**config.mk**
```make
export PLATFORM = sky130hd
export DESIGN_NAME = ngl_ctrl
export DESIGN_NICKNAME = d
export VERILOG_FILES = /design/src/hw/rtl/ngl_pkg.sv /design/src/hw/rtl/ngl_ctrl.sv
export VERILOG_INCLUDE_DIRS = /design/src /design/src/hw/rtl
export SDC_FILE = /design/constraint.sdc
export NUM_CORES = 1
export LEC_CHECK = 0
export BUFFER_PORTS_ARGS = -buffer_cell sky130_fd_sc_hd__buf_2
export CORE_UTILIZATION = 53
export CTS_CLUSTER_SIZE = 40
export DETAILED_ROUTE_END_ITERATION = 6
export PLACE_DENSITY_LB_ADDON = 0.3
export SLEW_MARGIN = 10
export SYNTH_ARGS = -nofsm -noshare
export SYNTH_HDL_FRONTEND = slang
export SYNTH_SLANG_ARGS = --single-unit
```
**constraint.sdc**
```tcl
create_clock -name i_clk -period 4.5 [get_ports i_clk]
set_clock_uncertainty 0.15 [all_clocks]
set_input_delay 0.675 -clock i_clk [delete_from_list [all_inputs] [get_ports i_clk]]
set_output_delay 0.675 -clock i_clk [all_outputs]
set_load 0.005 [all_outputs]
```
**src/hw/rtl/normalized_graph_laplacian_macros.svh**
```systemverilog
// Assertion helpers shared by the RTL modules.
`ifndef NORMALIZED_GRAPH_LAPLACIAN_MACROS_SVH
`define NORMALIZED_GRAPH_LAPLACIAN_MACROS_SVH

// Same-cycle implication, disabled while reset is low.
`define NGL_ASSERT_IMPL(label, clk, rst_n, ante, cons, msg) \
    label: assert property (@(posedge clk) disable iff (!rst_n) (ante) |-> (cons)) \
        else $error(msg);

// Next-cycle implication, disabled while reset is low.
`define NGL_ASSERT_NEXT(label, clk, rst_n, ante, cons, msg) \
    label: assert property (@(posedge clk) disable iff (!rst_n) (ante) |=> (cons)) \
        else $error(msg);

`endif

```
**src/hw/rtl/ngl_pkg.sv**
```systemverilog
package ngl_pkg;

    localparam logic signed [15:0] SAT_VALUE = 16'sh8000;
    localparam logic [5:0] DIV_DIAG_STEPS = 6'd16;
    localparam logic [5:0] DIV_OFF_STEPS  = 6'd34;
    localparam logic [5:0] SQRT_STEPS     = 6'd17;
    localparam logic       CMD_WRITE      = 1'b0;
    localparam logic       CMD_QUERY      = 1'b1;

    typedef enum logic [8:0] {
        S_CLEAR = 9'b000000001,
        S_IDLE  = 9'b000000010,
        S_RD0   = 9'b000000100,
        S_RD1   = 9'b000001000,
        S_RD2   = 9'b000010000,
        S_MUL   = 9'b000100000,
        S_SETUP = 9'b001000000,
        S_DIV   = 9'b010000000,
        S_SQRT  = 9'b100000000
    } t_state;

    typedef struct packed {
        logic clr;
        logic load;
        logic rd_row;
        logic cap_row;
        logic cap_col;
        logic wr;
        logic mul;
        logic setup;
        logic div_step;
        logic sqrt_step;
        logic emit;
    } t_cmd;

    typedef struct packed {
        logic clr_done;
        logic is_query;
        logic quick;
        logic diag;
        logic last;
    } t_sts;

endpackage

```
**src/hw/rtl/ngl_ctrl.sv**
```systemverilog
module ngl_ctrl (
    input  logic          i_clk,
    input  logic          i_rst_n,
    input  logic          start,
    output logic          busy,
    input  ngl_pkg::t_sts i_sts,
    output ngl_pkg::t_cmd o_cmd
);
    import ngl_pkg::*;
    `include "normalized_graph_laplacian_macros.svh"

    t_state r_state;
    t_state n_state;
    logic   r_emit;

    assign busy = (r_state != S_IDLE) || r_emit;

    always_comb begin
        n_state = r_state;
        o_cmd   = '0;
        unique case (r_state)
            S_CLEAR: begin
                o_cmd.clr = 1'b1;
                if (i_sts.clr_done) n_state = S_IDLE;
            end
            S_IDLE: begin
                if (start && !r_emit) begin
                    o_cmd.load = 1'b1;
                    n_state    = S_RD0;
                end
            end
            S_RD0: begin
                o_cmd.rd_row = 1'b1;
                n_state      = S_RD1;
            end
            S_RD1: begin
                o_cmd.cap_row = 1'b1;
                n_state       = S_RD2;
            end
            S_RD2: begin
                if (i_sts.is_query) begin
                    o_cmd.cap_col = 1'b1;
                    n_state       = S_MUL;
                end else begin
                    o_cmd.wr = 1'b1;
                    n_state  = S_IDLE;
                end
            end
            S_MUL: begin
                o_cmd.mul = 1'b1;
                n_state   = S_SETUP;
            end
            S_SETUP: begin
                o_cmd.setup = 1'b1;
                if (i_sts.quick) begin
                    o_cmd.emit = 1'b1;
                    n_state    = S_IDLE;
                end else begin
                    n_state = S_DIV;
                end
            end
            S_DIV: begin
                o_cmd.div_step = 1'b1;
                if (i_sts.last) begin
                    if (i_sts.diag) begin
                        o_cmd.emit = 1'b1;
                        n_state    = S_IDLE;
                    end else begin
                        n_state = S_SQRT;
                    end
                end
            end
            S_SQRT: begin
                o_cmd.sqrt_step = 1'b1;
                if (i_sts.last) begin
                    o_cmd.emit = 1'b1;
                    n_state    = S_IDLE;
                end
            end
            default: n_state = S_CLEAR;
        endcase
    end

    always_ff @(posedge i_clk) begin
        if (!i_rst_n) begin
            r_state <= S_CLEAR;
            r_emit  <= 1'b0;
        end else begin
            r_state <= n_state;
            r_emit  <= o_cmd.emit;
        end
    end

    `NGL_ASSERT_NEXT(a_div_holds, i_clk, i_rst_n, (r_state == S_DIV) && !i_sts.last, r_state == S_DIV, "divider left early")
    `NGL_ASSERT_NEXT(a_clear_no_accept, i_clk, i_rst_n, r_state == S_CLEAR, (r_state == S_CLEAR) || (r_state == S_IDLE), "clear pass interrupted")
endmodule

```
* After elaboration in Yosys (flattened, before gate mapping)
Index checks and enable logic that the tools add are counted.
Word-level totals: register bits 10, bits of input ports 8, output and inout port bits 12
Operators by class: equality and inequality tests 14, multiplexer cells 25, reductions and logical operators 4
Operators by type and width (count):
- 9-bit one-hot mux with 9 select lines | 1
- 9-bit 2-to-1 mux | 5
- 1-bit 2-to-1 mux | 15
- 9-bit by 1-bit == test with 1-bit output (second input constant) | 1
- 9-bit by 2-bit == test with 1-bit output (second input constant) | 1
- 9-bit by 3-bit == test with 1-bit output (second input constant) | 1
- 9-bit by 4-bit == test with 1-bit output (second input constant) | 1
- 9-bit by 5-bit == test with 1-bit output (second input constant) | 1
- 9-bit by 6-bit == test with 1-bit output (second input constant) | 1
- 9-bit by 7-bit == test with 1-bit output (second input constant) | 1
- 9-bit by 8-bit == test with 1-bit output (second input constant) | 1
- 9-bit == test (second input constant) | 1
- 9-bit by 2-bit != test with 1-bit output (second input constant) | 1
- 8-bit 2-to-1 mux | 1
- 2-bit != test (second input constant) | 4
- 6-bit 2-to-1 mux | 1
- 4-bit AND reduction | 1
- 1-bit one-hot mux with 3 select lines | 1
- 2-bit 2-to-1 mux | 1
- 1-bit logical AND | 1
- 1-bit logical NOT | 1
- 1-bit logical OR | 1

* Longest topological paths before layout
word-level depth 4, mapped depth 6, mapped depth without buffers 5

* Worst setup path before layout
OpenSTA, ideal clock, no wires.
kind register to output, from register r_state[8], to output o_cmd[0] (netlist name), arrival 1298 ps, data required time 3675 ps, setup slack 2377 ps, stages on the path, launching flop included 7, cell sequence dfxtp_1 > buf_4 > nor2_1 > nor4b_2 > and3_1 > a21oi_1 > nor3_1
RTL lines:
- start: declaration | line ngl_ctrl.sv:12 | t_state r_state;
- start signal: assignment | line ngl_ctrl.sv:89 | r_state <= n_state;
- end: declaration | line ngl_ctrl.sv:7 | output ngl_pkg::t_cmd o_cmd

==> impl.org <==
** Drt
- Number of DRC violations after detailed routing :: 0
- Number of detailed-routing iterations run before antenna repair :: 4
- DRT Wirelength :: 1647 um
- Routed wirelength normalized by instance count :: 13.50 um
- Iteration-0 DRC Markers :: 33
- Detail Route Antenna Nets :: 0
- The routed layout has 746 vias.
- In the routed layout, each cell is associated on average with a via count of 6.115.

** Timing
- Timing would allow up to 0.3745 GHz.
- Slew @ Worst Pin :: 0.5858 ns
- Final period utilization :: 59.33%
- Setup WS post-layout :: 1.830 ns
- Post-layout minimum cycle time :: 2.670 ns
- The total count of max-transition violations in the final report is 0.
- Worst rel slew slack :: 60.64%
- Setup violations remaining at the end of the flow were counted as 0.
- Setup repair after global routing left no endpoint under its margin.
- Setup TNS Final :: 0 ns
- The final count of hold timing violations came to 0.

** Synthesis
- The number of nets handed over by synthesis was 99.
- Summing the areas of all compound-gate instances in the mapped netlist gives 12.85% of the synthesized area.
- The most used flip-flop cell after synthesis is dfxtp_1.
- Ys Warns :: 0
- The synthesized netlist occupies a cell area of 720.7 um2.
- Top post-synthesis cells by area :: dfxtp_1, nor2_1, and3_1, and4b_1, nor3_1
- Dominant combinational cell family by area after synthesis :: simple AND/OR/NAND/NOR gates
- Xor/xnor share of the synthesized area :: 2.431%
- Measured against the total synthesized area, the mux share comes to 1.389%.
- The synthesized design spends more area on one cell type than any other, namely dfxtp_1.
- Top cells by instance count after synthesis :: nor2_1, dfxtp_1, and3_1
- Share of async-settable or async-resettable flops after synthesis :: 0%
- After synthesis, the mean cell area works out to 7.920 um2.
- Proportion of synthesized chip area in sequential cells :: 27.78%
- The top cell type by area accounts for 27.78% of the synthesized area.
- Synthesis instantiated 38 different standard cells from the library.
- In the post-synthesis netlist, the cell with the most instances is nor2_1.
- Summing the areas of all and, or, nand and nor instances in the mapped netlist gives 48.26% of the synthesized area.
- Syn Inst Count :: 91
- In this run, synthesis produced a sequential element count of 10.
- Number of enable flip-flop cells after synthesis :: 0
- Synthesized-area fraction occupied by adder cells :: 0%

** Cells and area
- 0 antenna diodes ended up in the layout.
- Fraction of layout cells with a size suffix above 1 :: 24.07%
- Fin cells :: 122
- Final design instance area without fill :: 822.0 um2
- Final cell utilization of the core :: 69.30%
- Signed area change from the synthesized netlist to the final layout :: 14.06%
- At the end of the flow, the number of nets in the layout was 118.

** Power and ir drop
- The analysis attributes to net switching a power of 0.1078 mW.
- For this design the static power due to leakage is 0.4118 nW.
- Per report_power, the combinational group accounts for 38.3% of the total.
- Internal portion of total power :: 0.1749 mW
- Peak supply drop :: 245.7 uV
- In this run the power density over the cells is 343.9 nW/um2.
- Net switching is 38.12% of the power.
- Sequential cells account for 40.5% of the total power.
- Clock network fraction of total power :: 21.2%

** Clocking
- CTS Hold Bufs :: 0
- Postcts setup bufs :: 0
- Once the clock tree was built, the resizer swapped 0 gates to a different size.
- Buffers inserted during clock tree synthesis total 3.
- TritonCTS built the clock tree.
- Largest buffer count on any clock path :: 2
- Clock tree synthesis selected as its root buffer the cell clkbuf_4.
- For the worst-skew pair, the clock arrives at the later sink with an insertion delay of 0.27 ns.
- Clock input transition at the sequential cells of the worst setup and hold paths :: 0.06 ns
- Maximum level of the CTS H-tree :: 1
- The tree built by TritonCTS fans out to 10 sinks.

** Floorplanning
- The floorplan has 12 rows.
- The die is 38.88 um wide.
- The die covers 1511 um2.
- 20 I/O pins were placed.
- From bottom edge to top edge, the die measures 38.88 um.
- Core Region :: 1186 um2
- For this configuration, the core starts out at a cell density of 60.76%.

** Worst setup path
- STA puts the critical path data required time at 3.67 ns.
- The critical path in this run is classified as register to primary output.
- Element type at the critical path start :: register
- Worst Path Arrival :: 1.84 ns
- STA classifies the critical path endpoint as a primary output.
- Of all nets on the critical path, the largest fanout is 9.

** Placement
- Number of port buffers :: 19
- Total instance count after detailed placement :: 119
- Summing all placed instances gives a cell area of 799.5 um2.
- Worst setup slack before clock tree synthesis :: 2.154 ns
- Placer Congestion :: 0.9460
- Once detailed placement completed, the half-perimeter wirelength came to 1306 um.

** Global route
- First-pass GRT wire length :: 2697 um
- For this run, the total global-route usage over all layers was measured as 26.83%.
- Via count of the first global-routing pass :: 601
- Summed over all layers, the global routing overflow is 0.
- Largest net degree at the start of global routing :: 12
- Number of antenna violations at the first check in global routing :: 0

** Hold path
- Worst hold-check path type :: primary input to register

** Status
- Result of the run :: completed

** Flow run
- # Max-Cap Violations :: 0
==> path summary, 6_finish.rpt <==
path                                               from                 endpoint  slack [ns]  depth (start not counted)
worst max register to register  r_state[0]$_SDFFE_PN1P_  r_state[1]$_SDFFE_PN0P_        2.61                          5
worst min register to register  r_state[1]$_SDFFE_PN0P_  r_state[1]$_SDFFE_PN0P_        0.59                          2
worst min-delay path                            i_rst_n  r_state[0]$_SDFFE_PN1P_        0.51                          2
worst max-delay path            r_state[8]$_SDFFE_PN0P_                 o_cmd[0]        1.83                          6
==> logic make-up after synthesis <==
kind of cell | count (synthesis)
AND/OR/NAND/NOR | 56
AO/OA/AOI/OAI | 12
flip-flops | 10
buffers and inverters | 10
XOR/XNOR | 2
multiplexers | 1
==> metal layers <==
layer  wire length (um)  global-route usage [%]  up-vias
met5                  0                       0        -
met4                  9                   7.759        0
met3                115                   8.671        3
met2                781                   40.83       35
met1                741                   35.66      338
li1                   -                       -      370
==> worst max-delay path: stages (launching register included) <==
cell and delay [ns]:
dfxtp_1 0.40, nor2_1 0.18, nor4b_2 0.37, and3_1 0.26, a21oi_1 0.09, nor3_1 0.14, buf_2 0.14
==> per-stage QoR <==
step | hold slack, ns | power (mW)
2_1_floorplan | 0.4650 | 0.2011
3_3_place_gp | 0.5530 | 0.2198
3_5_place_dp | 0.5679 | 0.2219
4_1_cts | 0.5015 | 0.2821
5_1_grt | 0.5159 | 0.3022
6_report | 0.5060 | 0.2827
==> registers in the layout, summed over array words and instances (netlist names) <==
name,flops
r_state,9
r_emit,1
==> power groups by stage <==
stage,clock (mW),combinational [mW],sequential (mW)
6_report,0.0598,0.108,0.114
5_1_grt,0.0649,0.122,0.116
4_1_cts,0.0612,0.107,0.114
3_5_place_dp,0,0.106,0.116
3_3_place_gp,0,0.104,0.115
2_1_floorplan,0,0.0972,0.104
==> cells in the final DEF, fill, tap and decap left out, types with 3 or more instances in the layout <==
master	instances
and3_1	7
and4b_1	3
buf_2	19
clkbuf_4	3
dfxtp_1	10
inv_1	5
nand2_1	3
nor2_1	14
nor2b_1	3
nor3_1	5
nor4_1	3
or3_1	3
==> area by class of cell <==
cell class / instances / area, um2
clock buffer: 3 / 22.52
inverter: 5 / 18.77
sequential: 10 / 200.2
multi-input combinational: 71 / 467.9
tap: 14 / 17.52
fill: 110 / 364.1
timing repair buffer: 19 / 95.09
(Power assumes the default switching activity.)
